`src/rtl/core/mntf_pkg.sv`:
```
package mntf_pkg;

  // Fixed geometry of the note space.
  localparam int NOTES       = 128;
  localparam int DEVICES_DEF = 4;

  // Largest lockout that a mapping entry can hold.
  localparam logic [9:0] OVERHIT_MAX = 10'd999;

  // Upper nibble of a note-on status byte.
  localparam logic [3:0] NOTE_ON_NIBBLE = 4'h9;

  // Operation codes of an input word.
  localparam logic [1:0] OP_MIDI  = 2'd0;
  localparam logic [1:0] OP_WRITE = 2'd1;
  localparam logic [1:0] OP_STATS = 2'd2;

  // Outcome codes of a result word.
  localparam logic [2:0] OUT_IGNORED  = 3'd0;
  localparam logic [2:0] OUT_UNMAPPED = 3'd1;
  localparam logic [2:0] OUT_VEL_BLK  = 3'd2;
  localparam logic [2:0] OUT_OVR_BLK  = 3'd3;
  localparam logic [2:0] OUT_PRESSED  = 3'd4;
  localparam logic [2:0] OUT_WRITTEN  = 3'd5;
  localparam logic [2:0] OUT_STATS    = 3'd6;

  // Input word.
  typedef struct packed {
    logic [1:0]  opcode;
    logic [1:0]  device;
    logic [7:0]  status;
    logic [7:0]  data1;
    logic [7:0]  data2;
    logic [31:0] now_ms;
    logic        entry_mapped;
    logic [7:0]  entry_key;
    logic [6:0]  entry_vel_threshold;
    logic [9:0]  entry_overhit_ms;
  } in_word_t;

  // Result word.
  typedef struct packed {
    logic [2:0]  outcome;
    logic [7:0]  key_code;
    logic [31:0] elapsed_ms;
    logic [31:0] hit_count;
    logic [39:0] velocity_sum;
    logic [31:0] velocity_blocks;
    logic [31:0] overhit_blocks;
  } out_word_t;

  // One table entry: the mapping plus its timing and statistics.
  typedef struct packed {
    logic        mapped;
    logic [7:0]  key;
    logic [6:0]  vel_thr;
    logic [9:0]  overhit;
    logic [31:0] last_hit;
    logic [31:0] hits;
    logic [39:0] vsum;
    logic [31:0] vblk;
    logic [31:0] oblk;
  } entry_t;

  // Controller states.
  typedef enum logic [1:0] {
    ST_CLEAR,
    ST_IDLE,
    ST_EXEC
  } state_t;

  // Commands from the controller to the datapath.
  typedef struct packed {
    logic capture;
    logic exec;
    logic clear_wr;
  } ctrl_cmd_t;

  // Status from the datapath to the controller.
  typedef struct packed {
    logic clear_last;
  } ctrl_sts_t;

endpackage

```
`src/rtl/core/mntf_ctrl.sv`:
```
module mntf_ctrl
  import mntf_pkg::*;
(
  input  logic      clk,
  input  logic      rst,
  input  logic      start,
  output logic      busy,
  output ctrl_cmd_t cmd,
  input  ctrl_sts_t sts
);

  state_t state;
  state_t state_next;

  // State register; reset begins the table clearing pass.
  always_ff @(posedge clk) begin
    if (rst) begin
      state <= ST_CLEAR;
    end else begin
      state <= state_next;
    end
  end

  // Next state.
  always_comb begin
    state_next = state;
    case (state)
      ST_CLEAR: begin
        if (sts.clear_last) begin
          state_next = ST_IDLE;
        end
      end
      ST_IDLE: begin
        if (start) begin
          state_next = ST_EXEC;
        end
      end
      ST_EXEC: begin
        state_next = ST_IDLE;
      end
      default: begin
        state_next = ST_CLEAR;
      end
    endcase
  end

  // Outputs.
  always_comb begin
    cmd  = '0;
    busy = 1'b1;
    case (state)
      ST_CLEAR: begin
        cmd.clear_wr = 1'b1;
      end
      ST_IDLE: begin
        busy        = 1'b0;
        cmd.capture = start;
      end
      ST_EXEC: begin
        cmd.exec = 1'b1;
      end
      default: begin
        busy = 1'b1;
      end
    endcase
  end

endmodule

```
`config.mk`:
```
export PLATFORM = sky130hd
export DESIGN_NAME = mntf_ctrl
export DESIGN_NICKNAME = d
export VERILOG_FILES = /design/src/rtl/core/mntf_pkg.sv /design/src/rtl/core/mntf_ctrl.sv
export SDC_FILE = /design/constraint.sdc
export NUM_CORES = 1
export LEC_CHECK = 0
export ABC_AREA = 1
export BUFFER_PORTS_ARGS = -buffer_cell sky130_fd_sc_hd__buf_2
export CORE_AREA = 5 5 42 44
export CTS_BUF_LIST = sky130_fd_sc_hd__clkbuf_2 sky130_fd_sc_hd__clkbuf_4 sky130_fd_sc_hd__clkbuf_8
export DETAILED_ROUTE_END_ITERATION = 6
export DIE_AREA = 0 0 47 49
export HOLD_SLACK_MARGIN = 0.05
export PLACE_DENSITY = 0.3
export SYNTH_ARGS = -nofsm -noshare
export SYNTH_HDL_FRONTEND = slang
export SYNTH_SLANG_ARGS = --single-unit
```
`constraint.sdc`:
```
create_clock -name clk -period 1.37 [get_ports clk]
set_input_delay 0.3425 -clock clk [delete_from_list [all_inputs] [get_ports clk]]
set_output_delay 0.3425 -clock clk [all_outputs]
set_load 0.02 [all_outputs]
```
==> results of run 1 <==
## cell type report
cell class                 instances  area share
inverter                           4     0.08333
multi-input combinational          9      0.2569
clock buffer                       3      0.1250
timing repair buffer               7      0.1944
sequential                         2      0.2292
tap                               16      0.1111
## critical path, stage by stage, from the launching register on
cell     delay [ns]
dfxtp_1        0.32
inv_1          0.07
nand2_1        0.09
nor2_1         0.09
buf_2          0.17
## path summary, 6_finish.rpt
| check | start | to | slack, ns | depth (start not counted) |
|---|---|---|---|---|
| setup reg to reg | state[1] | state[1] | 0.68 | 3 |
| hold reg to reg | state[0] | state[0] | 0.54 | 2 |
| setup / recovery | state[1] | cmd[2] | 0.06 | 4 |
| hold / removal | rst | state[1] | 0.31 | 2 |
## power groups by stage
stage | Sequential [mW] | Combinational [mW] | Clock [mW]
after floorplan | 0.0666 | 0.0255 | 0
after global placement | 0.0672 | 0.0406 | 0
after detailed placement | 0.0675 | 0.0407 | 0
after CTS | 0.0667 | 0.0409 | 0.136
after global routing | 0.0680 | 0.0451 | 0.143
final | 0.0675 | 0.0403 | 0.128
## kinds of logic after synthesis
kind of cell	Yosys count	synth area share
simple gates	8	0.3827
compound gates	1	0.07410
flops	2	0.3951
buf+inv	4	0.1481
## through the flow
step,worst slack (ns),area (µm²),std cells
after CTS,0.03979,178.9,41
after floorplan,0.1420,101.3,15
after global placement,0.2807,156.4,38
after global routing,0.004092,180.2,41
final,0.06389,180.2,41
after detailed placement,0.2824,156.4,38
## layer usage
layer / part of all wire / up-vias / GRT usage / wire [µm]
li1: - / 64 / - / -
met3: 0.27 / 2 / 0.06273 / 80
met2: 0.18 / 10 / 0.01584 / 55
met1: 0.51 / 43 / 0.04376 / 155
met5: 0 / - / 0 / 0
met4: 0.033 / 0 / 0.04147 / 10
## layout by cell type (no fill, tap or decap)
| cell type | instances |
|---|---|
| inv_1 | 4 |
| o21a_1 | 1 |
| clkbuf_4 | 3 |
| dfxtp_2 | 1 |
| nand2_1 | 3 |
| dfxtp_1 | 1 |
| nor2_1 | 3 |
| buf_2 | 7 |
| nor2_2 | 1 |
| nor3_2 | 1 |
==> qor.txt, run 1 <==
EDFF count, synth - 0
DP HPWL - 237.9 µm
buffer count from post-CTS setup fixing - 0
RSZ-0062 raised after global routing - no
Switching Share - 0.2603
post-synthesis sequential area ratio - 0.3951
Total GRT Usage - 0.03727
Chip Height - 49 µm
Slew Viols, Final - 0
Reg area - 41.29 µm²
antenna violations before repair - 0
Async SR Flop Fraction - 0
Port Buffers - 7
crit start category - flop
Max-cap violations - 0
final wirelength - 301 µm
DR WL/cell - 7.341 µm
antenna cells - 0
final hold slack - 0.3060 ns
global route overflow - 0
Synth Flop Type - dfxtp_1
Leakage Power - 0.09842 nW
Fmax - 765.6 MHz
# IOs - 8
placer's final routability congestion estimate - 0.6588
power per cell area - 1310 nW/µm²
area fraction of the dominant cell type after synthesis - 0.3951
Crit path arrival time - 0.96 ns
max reg flops - 2
combinational share of power - 0.171
Final min period - 1.306 ns
top flop regs - state: 2 flops
Cells after Synth - 15
Mapped Area - 101.3 µm²
clk slew on worst S/H paths - 0.03 ns
Multi-input gate area - 46.29 µm²
Net Sw Power - 61.43 µW
final worst-path cycle share - 0.9534
Initial Utilization - 0.07232
Vias/cell - 2.902
first-pass GRT wire length - 462 µm
Biggest register - state
largest net degree at the start of global routing - 5
drt first-iter violations - 6
#FFs+latches synth - 2
setup TNS - 0 ns
Hold WC Path Type - primary input to flop
ratio of cells with drive above 1 in the final layout - 0.5200
CP endpoint kind - primary output
num rows - 14
post-layout util - 0.1286
synthesized area per cell - 6.756 µm²
critical path peak fanout - 3
commonest cells in the netlist - 4 x inv_1, 3 x nand2_1, 3 x nor2_1
first-pass iteration count of the detailed router - 3
Hold Fails Final Rpt - 0
syn_nets - 19
Crit Path Class - flop to primary output
# H-tree levels - 1
count of final setup violators - 0
clk sink count - 2
Area contributors post-synth - dfxtp_1 40%, inv_1 15%, nand2_1 11%
post-synth top area cell - dfxtp_1
routed via count - 119
most frequent cell after synthesis - inv_1
CTS Root Cell - clkbuf_4
Worst Tran Pin Value - 0.1282 ns
outcome - finished, final reports clean
# hold bufs at CTS - 0
overall power - 236.0 µW
Skew-Pair Late Insertion Delay - 0.22 ns
register share of total power - 0.286
Floorplan Core Area - 1401 µm²
Nets - 31
Netlist cell types - 7
vias in the first global route - 108
Max VDD drop - 0.3269 mV
Filler cells - 173
CTS max path bufs - 2
Die Wd - 47 µm
synth warn - 0
Die Footprint - 2303 µm²
slew margin rel. - 0.9144
Inserted Clock Buffers - 3
Internal Power - 174.6 µW
Residual DRC - 0
Req. time, crit path - 1.03 ns
skew final - 0.001175 ns
Clock power frac - 0.543
area grow syn2layout - 77.78%
ANT nets after route - 0
CTS tree - built
post-cts resize count - 0
(Power assumes the default switching activity.)
==> inputs of run 2 (changes only) <==
Settings changed: ABC_AREA 1 to default.
==> run 2 against run 1 <==
  * Worst hold slack better by 0.037 ns
  * Combinational power up 10%
  * Register-to-register slack worse by 0.12 ns
  * Setup slack worse by 0.0089 ns
  * Wire length up 6.3%
  * Final cell count down 12%
  * Critical path type unchanged
  * Largest cell class unchanged
==> qor.txt, run 2 <==
commonest cells in the netlist - 2 x dfxtp_1, 2 x nor2_1
Hold Fails Final Rpt - 0
Buffers & Inverters on Critical Path - 1
setup TNS - 0 ns
power per cell area - 1310 nW/µm²
ANT nets after route - 0
vias in the first global route - 122
#FFs+latches synth - 2
Netlist cell types - 8
chain of cells forming the critical path - and3b_1, buf_2
Worst Tran Pin Value - 0.1940 ns
buffer count from post-CTS setup fixing - 0
Vias/cell - 3.056
Crit Path Class - flop to primary output
CP max-delay cell - dfxtp_1
Skew-Pair Late Insertion Delay - 0.22 ns
Fmax - 760.4 MHz
largest net degree at the start of global routing - 6
Worst R2R End - state[0]
slew margin rel. - 0.8707
Req. time, crit path - 1.03 ns
reg2reg path depth - 2
placed cells - 33
area fraction of the dominant cell type after synthesis - 0.3810
routed via count - 110
Area contributors post-synth - dfxtp_1 38%, o32ai_2 15%, nor2b_4 13%
max reg flops - 2
Initial Utilization - 0.07500
first-pass GRT wire length - 483 µm
CTS Root Cell - clkbuf_4
CP endpoint kind - primary output
post-cts resize count - 0
Biggest register - state
syn_nets - 14
commonest non-fill, non-tap cells in the layout - 7 x buf_2, 3 x clkbuf_4, 2 x nor2_1, 2 x dfxtp_1
Hold WC Path Type - primary input to flop
num rows - 14
crit start category - flop
Nets - 26
first-pass iteration count of the detailed router - 2
Die Footprint - 2303 µm²
Async SR Flop Fraction - 0
Max VDD drop - 0.2623 mV
worst hold stages - 2
synthesized area per cell - 10.51 µm²
hold path startpoint - rst
post-layout util - 0.1304
most common cell after layout, fill and taps aside - buf_2
drt first-iter violations - 1
Crit path largest cell delay - 0.39 ns
final wirelength - 320 µm
Critical R2R Launch - state[1]
antenna violations before repair - 0
critical path peak fanout - 5
Inserted Clock Buffers - 3
skew final - 0.0005597 ns
# IOs - 8
Setup WS pre-CTS - 0.2290 ns
Final min period - 1.315 ns
Slew Viols, Final - 0
Die Wd - 47 µm
post-synth top area cell - dfxtp_1
RSZ-0062 raised after global routing - no
Port Buffers - 7
global route overflow - 0
DR WL/cell - 8.889 µm
r2r setup slk - 0.56 ns
EDFF count, synth - 0
final hold slack - 0.3427 ns
Max-cap violations - 0
ratio of cells with drive above 1 in the final layout - 0.6000
CP delay by family, top - flip-flops
Mapped Area - 105.1 µm²
PnR worst setup slack - 0.05494 ns
Leakage Power - 0.08317 nW
Total GRT Usage - 0.03308
top flop regs - state: 2 flops
# H-tree levels - 1
Min-Delay Endpoint - state[1]
clk slew on worst S/H paths - 0.03 ns
CTS max path bufs - 2
DP HPWL - 247.6 µm
Layout Cells excl Fill - 36
critical path depth in cells - 2
# hold bufs at CTS - 0
count of final setup violators - 0
Crit path arrival time - 0.97 ns
Synth Flop Type - dfxtp_1
post-synthesis sequential area ratio - 0.3810
antenna cells - 0
placer's final routability congestion estimate - 0.6258
outcome - finished, final reports clean
area grow syn2layout - 73.81%
Cells after Synth - 10
synth warn - 0
clk sink count - 2
CTS tree - built
Residual DRC - 0
Chip Height - 49 µm
Floorplan Core Area - 1401 µm²
final worst-path cycle share - 0.9599
-- run 2: area by class of cell --
type / instances / area, µm²
sequential: 2 / 40.04
multi-input combinational: 8 / 65.06
timing repair buffer: 7 / 35.03
fill: 163 / 1219
tap: 16 / 20.02
clock buffer: 3 / 22.52
-- run 2: through the flow --
step,cell area [µm²],power (mW)
2_1_floorplan,105.1,0.09422
3_3_place_gp,160.2,0.1113
3_5_place_dp,160.2,0.1128
4_1_cts,182.7,0.2486
5_1_grt,182.7,0.2515
6_report,182.7,0.2394
-- run 2: how the worst max path moves through the flow --
stage	start	end	slack, ns
floorplan	state[1]	cmd[1]	0.34
detailed placement	start	cmd[2]	0.23
CTS	state[0]	cmd[2]	0.04
global placement	start	cmd[2]	0.23
finish	state[0]	cmd[2]	0.05
global route	state[0]	cmd[2]	0.01
-- run 2: kinds of logic (layout without fill, tap and decap cells) --
| family | after synthesis | in the layout | share of synthesized area |
|---|---|---|---|
| flops | 2 | 2 | 0.3810 |
| compound gates | 1 | 1 | 0.1548 |
| simple gates | 7 | 7 | 0.4644 |
| buf+inv | 0 | 10 | 0 |
-- run 2: where the power goes --
group	switching [mW]	internal, mW
clock network	0.0308	0.0963
registers	0.00500	0.0629
logic	0.0257	0.0187
total	0.0615	0.178
-- run 2: routing by layer --
layer | track usage | vias up | wire length, µm
met5 | 0 | - | 0
met4 | 0.02765 | 0 | 0
met3 | 0.04059 | 0 | 69
met2 | 0.02941 | 8 | 92
met1 | 0.03728 | 47 | 158
li1 | - | 55 | -
